File: src/hsv_color_vote_classifier_assert.svh
// Assertion macros shared by the colour vote classifier RTL.
`ifndef HSV_COLOR_VOTE_CLASSIFIER_ASSERT_SVH
`define HSV_COLOR_VOTE_CLASSIFIER_ASSERT_SVH

// Concurrent check on a given clock, disabled while the active-low reset is low.
`define HSVC_ASSERT_CLK(label, clk_sig, rstn_sig, prop, msg) \
    label: assert property (@(posedge clk_sig) disable iff (!rstn_sig) prop) \
        else $error(msg);

// Concurrent check on the block's own clock and reset.
`define HSVC_ASSERT(label, prop, msg) \
    `HSVC_ASSERT_CLK(label, clk, rst_n, prop, msg)

`endif

File: src/hsvc_pkg.sv
// Package for the HSV colour vote classifier: widths, classes and thresholds.
package hsvc_pkg;

    // Vote counter width and width of the count fields on the result channel
    localparam int COUNT_BITS = 20;
    localparam int VOTE_BITS  = 20;
    localparam logic [COUNT_BITS-1:0] COUNT_MAX = {COUNT_BITS{1'b1}};

    localparam int NUM_CLASSES = 5;

    // Pixel classes, in priority order, white last
    typedef enum logic [2:0] {
        CLS_RED    = 3'd0,
        CLS_BLUE   = 3'd1,
        CLS_GREEN  = 3'd2,
        CLS_YELLOW = 3'd3,
        CLS_WHITE  = 3'd4
    } color_t;

    // Hue ranges, all bounds inclusive, on the 0..180 scale
    localparam logic [7:0] RED_HUE_LOW_MAX  = 8'd10;
    localparam logic [7:0] RED_HUE_HIGH_MIN = 8'd160;
    localparam logic [7:0] HUE_MAX          = 8'd180;
    localparam logic [7:0] BLUE_HUE_MIN     = 8'd106;
    localparam logic [7:0] BLUE_HUE_MAX     = 8'd126;
    localparam logic [7:0] GREEN_HUE_MIN    = 8'd60;
    localparam logic [7:0] GREEN_HUE_MAX    = 8'd102;
    localparam logic [7:0] YELLOW_HUE_MIN   = 8'd10;
    localparam logic [7:0] YELLOW_HUE_MAX   = 8'd50;

    // Saturation and brightness floors
    localparam logic [7:0] RED_SAT_MIN    = 8'd60;
    localparam logic [7:0] RED_VAL_MIN    = 8'd50;
    localparam logic [7:0] BLUE_SAT_MIN   = 8'd60;
    localparam logic [7:0] BLUE_VAL_MIN   = 8'd90;
    localparam logic [7:0] GREEN_SAT_MIN  = 8'd85;
    localparam logic [7:0] GREEN_VAL_MIN  = 8'd40;
    localparam logic [7:0] YELLOW_SAT_MIN = 8'd60;
    localparam logic [7:0] YELLOW_VAL_MIN = 8'd50;

    // Classify one pixel; the first matching range wins
    function automatic color_t classify(input logic [7:0] h, input logic [7:0] s,
                                        input logic [7:0] v);
        color_t c;
        if ((h <= RED_HUE_LOW_MAX || (h >= RED_HUE_HIGH_MIN && h <= HUE_MAX))
            && s >= RED_SAT_MIN && v >= RED_VAL_MIN)
            c = CLS_RED;
        else if (h >= BLUE_HUE_MIN && h <= BLUE_HUE_MAX
                 && s >= BLUE_SAT_MIN && v >= BLUE_VAL_MIN)
            c = CLS_BLUE;
        else if (h >= GREEN_HUE_MIN && h <= GREEN_HUE_MAX
                 && s >= GREEN_SAT_MIN && v >= GREEN_VAL_MIN)
            c = CLS_GREEN;
        else if (h >= YELLOW_HUE_MIN && h <= YELLOW_HUE_MAX
                 && s >= YELLOW_SAT_MIN && v >= YELLOW_VAL_MIN)
            c = CLS_YELLOW;
        else
            c = CLS_WHITE;
        return c;
    endfunction

endpackage

File: src/hsv_color_vote_classifier.sv
// Top level of the HSV colour vote classifier: classify, count votes, report winner.
//
// Usage:
//   Input channel (in_valid/in_ready) carries one HSV pixel per beat with the
//   object slot and a last_pixel flag closing the object's region. Each pixel
//   is classified red, blue, green, yellow or white and its saturating vote
//   counter advances. On the last pixel the result channel (out_valid/out_ready)
//   presents the slot, the winning colour among red, blue, green and yellow
//   (ties go to the earlier colour) and all five counts; the counters then clear.
//   A last pixel is held in the classification register, then loads the result
//   register and raises out_valid; a stalled result can hold it in between.
//   Throughput: one pixel per cycle while in_ready is high.
//   Reset clears the counters and both valid flags.
//   A stalled receiver holds the result; pixels that are not last keep flowing,
//   and only a second last pixel waits in the classification register, which
//   then drops in_ready until the result beat is taken.
module hsv_color_vote_classifier (
    input  logic       clk,
    input  logic       rst_n,
    input  logic       in_valid,
    output logic       in_ready,
    input  logic [7:0] hue,
    input  logic [7:0] saturation,
    input  logic [7:0] brightness,
    input  logic [2:0] object_id,
    input  logic       last_pixel,
    output logic        out_valid,
    input  logic        out_ready,
    output logic [2:0]  object_slot,
    output logic [1:0]  winning_color,
    output logic [hsvc_pkg::VOTE_BITS-1:0] red_votes,
    output logic [hsvc_pkg::VOTE_BITS-1:0] blue_votes,
    output logic [hsvc_pkg::VOTE_BITS-1:0] green_votes,
    output logic [hsvc_pkg::VOTE_BITS-1:0] yellow_votes,
    output logic [hsvc_pkg::VOTE_BITS-1:0] white_votes
);
    import hsvc_pkg::*;

    `include "hsv_color_vote_classifier_assert.svh"

    // Classification stage
    logic       s1_valid_reg;
    color_t     s1_cls_reg;
    logic [2:0] s1_obj_reg;
    logic       s1_last_reg;
    logic       s1_advance;
    logic       in_fire;

    // Vote counters
    logic [COUNT_BITS-1:0] count_reg  [NUM_CLASSES];
    logic [COUNT_BITS-1:0] count_next [NUM_CLASSES];
    logic [COUNT_BITS-1:0] count_inc  [NUM_CLASSES];

    // Result register
    logic                 out_valid_reg;
    logic [2:0]           obj_out_reg;
    color_t               win_out_reg;
    logic [VOTE_BITS-1:0] votes_out_reg [NUM_CLASSES];
    color_t               win_next;
    logic [COUNT_BITS-1:0] win_count;
    logic [VOTE_BITS-1:0]  win_votes;

    // Terms for the checks
    logic result_load;
    logic counts_clear;
    logic winner_is_max;
    logic result_blocked;

    // Stage advances unless it holds a last pixel and the result is stalled
    assign s1_advance = s1_valid_reg && (!s1_last_reg || !out_valid_reg || out_ready);
    assign in_ready   = !s1_valid_reg || s1_advance;
    assign in_fire    = in_valid && in_ready;

    // Hold the classified pixel
    always_ff @(posedge clk or negedge rst_n)
    begin
        if (!rst_n)
        begin
            s1_valid_reg <= 1'b0;
        end
        else if (in_ready)
        begin
            s1_valid_reg <= in_valid;
        end
    end

    always_ff @(posedge clk)
    begin
        if (in_fire)
        begin
            s1_cls_reg  <= classify(hue, saturation, brightness);
            s1_obj_reg  <= object_id;
            s1_last_reg <= last_pixel;
        end
    end

    // Bump the matching counter, saturating at full scale
    always_comb
    begin
        for (int i = 0; i < NUM_CLASSES; i++)
        begin
            count_inc[i] = count_reg[i];
            if (s1_cls_reg == color_t'(i) && count_reg[i] != COUNT_MAX)
                count_inc[i] = count_reg[i] + COUNT_BITS'(1);
        end
    end

    // Pick the winner among the four colours, earlier colour on a tie
    always_comb
    begin
        win_next  = CLS_RED;
        win_count = count_inc[CLS_RED];
        if (count_inc[CLS_BLUE] > win_count)
        begin
            win_next  = CLS_BLUE;
            win_count = count_inc[CLS_BLUE];
        end
        if (count_inc[CLS_GREEN] > win_count)
        begin
            win_next  = CLS_GREEN;
            win_count = count_inc[CLS_GREEN];
        end
        if (count_inc[CLS_YELLOW] > win_count)
        begin
            win_next  = CLS_YELLOW;
            win_count = count_inc[CLS_YELLOW];
        end
    end

    // Clear the counters once a last pixel has been counted
    always_comb
    begin
        for (int i = 0; i < NUM_CLASSES; i++)
        begin
            if (!s1_advance)
                count_next[i] = count_reg[i];
            else if (s1_last_reg)
                count_next[i] = '0;
            else
                count_next[i] = count_inc[i];
        end
    end

    always_ff @(posedge clk or negedge rst_n)
    begin
        if (!rst_n)
        begin
            for (int i = 0; i < NUM_CLASSES; i++)
                count_reg[i] <= '0;
        end
        else
        begin
            for (int i = 0; i < NUM_CLASSES; i++)
                count_reg[i] <= count_next[i];
        end
    end

    // Load the result beat on a last pixel, drop it when taken
    always_ff @(posedge clk or negedge rst_n)
    begin
        if (!rst_n)
        begin
            out_valid_reg <= 1'b0;
        end
        else if (s1_advance && s1_last_reg)
        begin
            out_valid_reg <= 1'b1;
        end
        else if (out_ready)
        begin
            out_valid_reg <= 1'b0;
        end
    end

    always_ff @(posedge clk)
    begin
        if (s1_advance && s1_last_reg)
        begin
            obj_out_reg <= s1_obj_reg;
            win_out_reg <= win_next;
            for (int i = 0; i < NUM_CLASSES; i++)
                votes_out_reg[i] <= VOTE_BITS'(count_inc[i]);
        end
    end

    assign out_valid     = out_valid_reg;
    assign object_slot   = obj_out_reg;
    assign winning_color = win_out_reg[1:0];
    assign red_votes     = votes_out_reg[CLS_RED];
    assign blue_votes    = votes_out_reg[CLS_BLUE];
    assign green_votes   = votes_out_reg[CLS_GREEN];
    assign yellow_votes  = votes_out_reg[CLS_YELLOW];
    assign white_votes   = votes_out_reg[CLS_WHITE];
    assign win_votes     = votes_out_reg[win_out_reg];

    // Gather the conditions the checks below look at
    assign result_load    = s1_advance && s1_last_reg;
    assign counts_clear   = count_reg[CLS_RED] == '0 && count_reg[CLS_BLUE] == '0
                            && count_reg[CLS_GREEN] == '0 && count_reg[CLS_YELLOW] == '0
                            && count_reg[CLS_WHITE] == '0;
    assign winner_is_max  = win_votes >= red_votes && win_votes >= blue_votes
                            && win_votes >= green_votes && win_votes >= yellow_votes;
    assign result_blocked = s1_valid_reg && s1_last_reg && out_valid_reg && !out_ready;

    // A new result beat only follows a last pixel leaving the classification stage
    `HSVC_ASSERT(a_result_from_last, $rose(out_valid_reg) |-> $past(result_load), "stray result")
    // Counters are clear after a last pixel has been counted
    `HSVC_ASSERT(a_counts_cleared, result_load |=> counts_clear, "counters not cleared")
    // The reported winner holds at least as many votes as each of red, blue, green and yellow
    `HSVC_ASSERT(a_winner_max, out_valid_reg |-> winner_is_max, "winner not largest")
    // Input stalls only behind a second last pixel waiting on a stalled result
    `HSVC_ASSERT(a_stall_cause, !in_ready |-> result_blocked, "input stalled without cause")

endmodule

File: config.mk
export PLATFORM = sky130hd
export DESIGN_NAME = hsv_color_vote_classifier
export DESIGN_NICKNAME = d
export VERILOG_FILES = /design/src/hsvc_pkg.sv /design/src/hsv_color_vote_classifier.sv
export VERILOG_INCLUDE_DIRS = /design/src /design/src/src
export SDC_FILE = /design/constraint.sdc
export NUM_CORES = 1
export LEC_CHECK = 0
export ABC_AREA = 1
export BUFFER_PORTS_ARGS = -buffer_cell sky130_fd_sc_hd__buf_2
export CAP_MARGIN = 20
export CORE_MARGIN = 2
export CORE_UTILIZATION = 25
export DETAILED_ROUTE_END_ITERATION = 8
export SYNTH_ARGS = -nofsm -noshare
export SYNTH_HDL_FRONTEND = slang
export SYNTH_SLANG_ARGS = --single-unit
File: constraint.sdc
create_clock -name clk -period 9.23 [get_ports clk]
set_input_delay 0.923 -clock clk [delete_from_list [all_inputs] [get_ports clk]]
set_output_delay 0.923 -clock clk [all_outputs]
set_load 0.02 [all_outputs]
==> key figures, run 1 <==
Critical path
  – Max incr delay on CP: 0.50 ns
  – CP arrival: roughly 8.6 ns
  – Slowest cell on crit path: nor4_1
  – Crit path max fanout: 22
  – Crit start category: flop
  – Crit. End Element: flop
  – Most frequent CP cell: nand2_1
  – Req. time, crit path: 9.51 ns
  – FF-to-FF path depth: 42
  – Crit Path Category: reg -> reg

Floorplan
  – DIE AREA: 49,800 µm²
  – Row cnt: 80
  – Placeable Area: 47,500 µm²
  – Initial Utilization: 0.253
  – Die width: between 200 and 250 µm
  – Die Y: 223 µm
  – Ports: 139

Detailed routing
  – Final antenna-violating net count: 0
  – DRC Markers: 0
  – Via density: 4.60
  – First-pass DRT Iterations: 5
  – Wire length per cell: between 15 and 20 µm
  – Via count: 9,885
  – Routed WL: 34,500 µm
  – DRT iter0 DRCs: 825

Timing
  – Fmax: 120 MHz
  – Final min period: 8.34 ns
  – RSZ-0062 raised after global routing: false
  – Skew final: 0.0115 ns
  – Slew Limit Fails: 0
  – # setup viols final: 0
  – Worst slew pin tran: 1.10 ns
  – Setup TNS: 0 ns
  – Max_slew headroom: 0.268
  – Worst hold slack: about 0.4 ns
  – Final Hold Fails: 0
  – Tcrit/Tclk final: 0.904

Hold path
  – Hold Crit Class: in -> async

GRT
  – Grt total ovfl: 0
  – M1 GR Usage: 0.178
  – Vias in the first global route: 9,823
  – Largest net degree at the start of global routing: 85
  – Met2 GRT Util: 0.230
  – First-pass GRT wire length: between 50,000 and 60,000 µm
  – Initial antenna violation count: 0
  – Total GRT Usage: 0.138
  – M3 GR Usage: 0.0261
  – Busiest grt layer: met2

Synthesis
  – Syn Nets: 1,460
  – Synth cell count leaders: 292 x nand2_1, 218 x inv_1, 112 x edfxtp_1, 102 x dfrtp_1
  – Synth top area share: 0.280
  – Area leader, netlist: edfxtp_1
  – EDFF count, synth: roughly 110
  – Synth Cell Area: 12,000 µm²
  – Yosys reg bits: ~210
  – Netlist cell types: 47
  – Prevailing post-synth register cell: edfxtp_1
  – Count leader, synth: nand2_1
  – Post-synth ARST share: 0.477
  – Ranking of synthesized cells by area: edfxtp_1 28%, dfrtp_1 21%, nand2_1 9.1%
  – Cells after Synth: 1,365
  – YS warnings: 0
  – Synth Area per Inst: 8.80 µm²
  – Seq/Total Area, Yosys: 0.493

CTS
  – Postcts setup bufs: 0
  – Clock Latency Late Sink: 0.55 ns
  – CTS tree: yes
  – Total CTS buffers: 26
  – H-tree levels: 1
  – Clk root buf: clkbuf_16
  – Clock buffer depth: 3
  – Clock sinks: 214
  – Clock-pin slew on the worst setup and hold paths: 0.06 ns

Outcome
  – Status: complete, no violations

Cells and area
  – Share of cells above drive strength 1: 0.147
  – Area Growth Syn to Fin: 19.3%
  – Final core utilization: 0.301
  – Layout Cells excl Fill: 2,149
  – # diodes: 0
  – Nets: around 1,600

Power and ir drop
  – Lkg Pwr: 6.57 nW
  – Pwr per Cell Area: 214 nW/µm²
  – Max VDD drop: 0.131 mV

Place
  – DPL Wire Length: 25,300 µm
  – Routability congestion estimate from global placement: between 0.8 and 0.9
  – Placed cells: 2,101
  – I/O Buffers: roughly 140

Run
  – Max Cap Viol: 0
## area by class of cell
cell class | instances | area [µm²]
flip-flops and latches | 214 | 5920
repair buffers | 153 | 808
multi-input cells | 895 | 5130
well taps | 615 | 769
fillers | 4927 | 33200
clock buffers | 33 | 698
inverters | 224 | 845
clock inverters | 15 | 161
## final timing paths
check                                      end  slack (ns)           from
worst max-delay path            win_out_reg[0]        0.89  count_reg[81]
worst min register to register  object_slot[1]        0.43  s1_obj_reg[1]
worst max register to register  win_out_reg[0]        0.89  count_reg[81]
max in group asynchronous        count_reg[92]        7.56          rst_n
min in group clk                object_slot[1]        0.43  s1_obj_reg[1]
worst min-delay path             count_reg[23]        0.40          rst_n
## metal layers
metal  wire length (µm)  vias to the layer above
met5                  0                        -
met4               1060                        0
met3               2180                       68
met2              16300                      289
met1              14900                     4675
li1                   -                     4853
## power breakdown
part           switching (mW)  internal [mW]
logic                   0.643          0.304
registers              0.0229           1.06
clock network           0.417          0.619
## cells in the final DEF, fill, tap and decap left out, drive strengths merged, types with 2 or more instances in the layout
master    Yosys  layout
o21ai        57      57
nand2       302     302
a32o          2       2
edfxtp      112     112
a22o          2       2
o211a         2       2
xor2         82      82
clkinv        0      10
and2         21      21
o22ai        59      59
a21oi        24      24
nor2         86      86
nor4         13      13
o21a          4       4
inv         224     223
o31ai         2       2
dfrtp       102     102
a31oi         3       3
nand4        33      33
o2111ai       2       2
bufinv        0       3
buf           8     153
or2           4       4
ha           63      63
clkbuf       24      33
o211ai        2       2
nor3         37      37
o311ai        2       2
clkinvlp      0       3
nand3        82      82
a211oi        4       4
## logic make-up after synthesis
group                    count (synthesis)  share of synthesized area
AO/OA/AOI/OAI                          170                     0.0848
AND/OR/NAND/NOR                        580                      0.215
flip-flops                             214                      0.493
buffers and inverters                  256                     0.0821
adder cells (fa/ha/maj)                 63                     0.0657
XOR/XNOR                                82                     0.0598
## worst max-delay path: cells and delay by family, from the launching register on
family	cells	cell delay (ns)
fa+ha+maj	4	1.03
simple gates	27	4.73
compound gates	5	0.78
buf+inv	5	0.78
xor+xnor	1	0.32
flops	1	0.41
## metrics by stage
stage | setup slack [ns] | total power, mW | area, µm²
6_report | 0.887 | 3.07 | 14300
5_1_grt | 0.106 | 3.25 | 14300
4_1_cts | 0.683 | 3.10 | 14300
3_5_place_dp | 0.737 | 2.05 | 13500
3_3_place_gp | 0.760 | 2.04 | 13500
2_1_floorplan | 2.71 | 1.75 | 12000
## repair_timing
action / 4_1_cts / 5_1_grt
hold buffers: 0 / 0
endpoints found under the setup margin: 0 / 2
resized for setup: 0 / 2
Power figures use the tool's default switching activity.
==> run 2: changes to the inputs <==
==> constraint.sdc (replaced) <==
create_clock -name clk -period 9.23 [get_ports clk]
set_input_delay 2.769 -clock clk [delete_from_list [all_inputs] [get_ports clk]]
set_output_delay 2.769 -clock clk [all_outputs]
set_load 0.02 [all_outputs]
==> key figures, run 2 (synthesis gave the netlist of run 1 again) <==
CTS
  – Clock-pin slew on the worst setup and hold paths: 0.06 ns (about the same)
  – Clock sinks: 214 (unchanged)
  – CTS resizes: 0 (unchanged)
  – CTS tree: yes (unchanged)
  – Total CTS buffers: 27 (was 26)
  – Postcts setup bufs: 0 (unchanged)
  – H-tree levels: 1 (unchanged)
  – Clock buffer depth: 3 (unchanged)
  – Post-CTS Hold Fix Bufs: 0 (unchanged)
  – Clk root buf: clkbuf_16 (unchanged)
  – Clock Latency Late Sink: 0.55 ns (about the same)

GRT
  – Initial antenna violation count: 0 (unchanged)
  – Grt total ovfl: 0 (unchanged)
  – Vias in the first global route: 9,900 (was 9,823)
  – First-pass GRT wire length: 53,800 µm (was 54,000 µm)
  – Largest net degree at the start of global routing: 74 (was 85)
  – Total GRT Usage: 0.138 (about the same)

Floorplan
  – Placeable Area: 47,500 µm² (unchanged)
  – Die Y: 223 µm (unchanged)
  – Ports: 139 (unchanged)
  – Row cnt: 80 (unchanged)
  – Initial Utilization: 0.253 (unchanged)
  – DIE AREA: 49,800 µm² (unchanged)
  – Die width: 223 µm (unchanged)

Place
  – I/O Buffers: 137 (unchanged)
  – Placed Instance Area: 13,500 µm² (about the same)
  – Routability congestion estimate from global placement: 0.890 (was 0.891)
  – DPL Wire Length: 25,300 µm (about the same)

Timing
  – Fmax: 121 MHz (was 120 MHz)
  – Slew Limit Fails: 0 (unchanged)
  – Setup TNS: 0 ns (unchanged)
  – Skew final: 0.0166 ns (was 0.0115 ns)
  – Final min period: 8.23 ns (was 8.34 ns)
  – RSZ-0062 raised after global routing: false (unchanged)
  – Worst slew pin tran: 0.931 ns (was 1.10 ns)
  – Tcrit/Tclk final: 0.892 (was 0.904)
  – # setup viols final: 0 (unchanged)
  – Max_slew headroom: 0.380 (was 0.268)
  – Final Hold Fails: 0 (unchanged)

Cells and area
  – Register Area: 5920 µm² (unchanged)
  – # diodes: 0 (unchanged)
  – Commonest non-fill, non-tap cells in the layout: 292 x nand2_1, 216 x inv_1, 136 x buf_2, 112 x edfxtp_1, 102 x dfrtp_1 (unchanged)
  – Area of the multi-input gates: 5130 µm² (about the same)
  – Post-route cell area: 14,300 µm² (about the same)
  – Share of cells above drive strength 1: 0.150 (was 0.147)
  – Fillers: 4,950 (was 4,927)
  – Most common cell after layout, fill and taps aside: nand2_1 (unchanged)
  – Nets: 1,610 (was 1,609)
  – Area Growth Syn to Fin: 19.5% (was 19.3%)

Critical path
  – Req. time, crit path: 9.62 ns (was 9.51 ns)
  – RR Endpoint: win_out_reg[0] (unchanged)
  – Bufs and invs on worst path: 6 (was 5)
  – Delay-heaviest family, CP: simple AND/OR/NAND/NOR gates (unchanged)
  – Crit Path Category: reg -> reg (unchanged)
  – Crit start category: flop (unchanged)
  – CP arrival: 8.62 ns (about the same)
  – Most frequent CP cell: nand2_1 (unchanged)
  – RR Startpoint: count_reg[80] (was count_reg[81])
  – Crit. End Element: flop (unchanged)
  – Slowest cell on crit path: nor4_1 (unchanged)
  – CP endpoint: win_out_reg[0] (unchanged)
  – Crit path max fanout: 22 (unchanged)
  – Max incr delay on CP: 0.43 ns (was 0.50 ns)
  – Crit. path cell count: 46 (was 42)
  – Start point of the critical path: count_reg[80] (was count_reg[81])
  – FF-to-FF path depth: 46 (was 42)
  – Worst reg-to-reg setup slack: 1.0 ns (was 0.89 ns)

Power and ir drop
  – Pwr per Cell Area: 215 nW/µm² (was 214 nW/µm²)
  – Max VDD drop: 0.151 mV (was 0.131 mV)
  – Lkg Pwr: 6.59 nW (was 6.57 nW)

Detailed routing
  – Routed WL: 34,500 µm (about the same)
  – Final antenna-violating net count: 0 (unchanged)
  – DRT iter0 DRCs: 716 (was 825)
  – Wire length per cell: 16.1 µm (was 16.0 µm)
  – Via count: 9,880 (was 9,885)
  – First-pass DRT Iterations: 7 (was 5)
  – Via density: 4.60 (about the same)
  – DRC Markers: 0 (unchanged)

Hold path
  – Hold Crit Class: reg -> reg (was in -> async)

Run
  – Max Cap Viol: 0 (unchanged)

Outcome
  – Status: complete, no violations (unchanged)
## run 2: area by class of cell
type,instances,share of cell area
repair buffers,153,0.0563
flip-flops and latches,214,0.412
clock inverters,16,0.0101
inverters,224,0.0588
well taps,615,0.0536
clock buffers,33,0.0515
multi-input cells,895,0.357
## run 2: worst reg2reg max path: cells and delay by family, from the launching register on
family	cells	cell delay, ns
and+or+nand+nor	32	5.54
buffers and inverters	6	0.66
DFF	1	0.40
xor gates and xnor gates	1	0.28
adders and majority gates	4	0.84
AOI/OAI and AO/OA	3	0.36
## run 2: stage by stage
stage | hold slack (ns) | setup WS (ns) | power, mW | util | cells
after floorplan | 0.400 | 2.71 | 1.75 | - | 1365
after global placement | 0.404 | 0.981 | 2.03 | 0.283 | 2101
after detailed placement | 0.409 | 0.990 | 2.05 | 0.283 | 2101
after CTS | 0.422 | 0.930 | 3.12 | 0.302 | 2150
after global routing | 0.425 | 0.0933 | 3.27 | 0.302 | 2150
final | 0.425 | 0.995 | 3.08 | 0.302 | 2150
## run 2: worst min-delay path by stage
stage                       start  cells past startpoint             end
global route        s1_obj_reg[0]                      0  object_slot[0]
CTS                 s1_obj_reg[0]                      0  object_slot[0]
floorplan           s1_obj_reg[0]                      0  object_slot[0]
detailed placement  s1_obj_reg[0]                      0  object_slot[0]
finish              s1_obj_reg[1]                      0  object_slot[1]
global placement    s1_obj_reg[2]                      0  object_slot[2]
## run 2: layer usage
layer | up-vias | GRT usage | part of all wire | wire (µm)
li1 | 4859 | - | - | -
met1 | 4667 | 0.177 | 0.44 | 15200
met5 | - | 0 | 0 | 0
met3 | 59 | 0.0173 | 0.050 | 1720
met4 | 0 | 0.0513 | 0.029 | 998
met2 | 295 | 0.237 | 0.48 | 16600
## run 2: power breakdown
group | switching [mW] | leakage (nW) | internal (mW)
registers | 0.0254 | 2.50 | 1.06
logic | 0.640 | 3.66 | 0.303
clock network | 0.425 | 0.432 | 0.626
total | 1.09 | 6.59 | 1.99
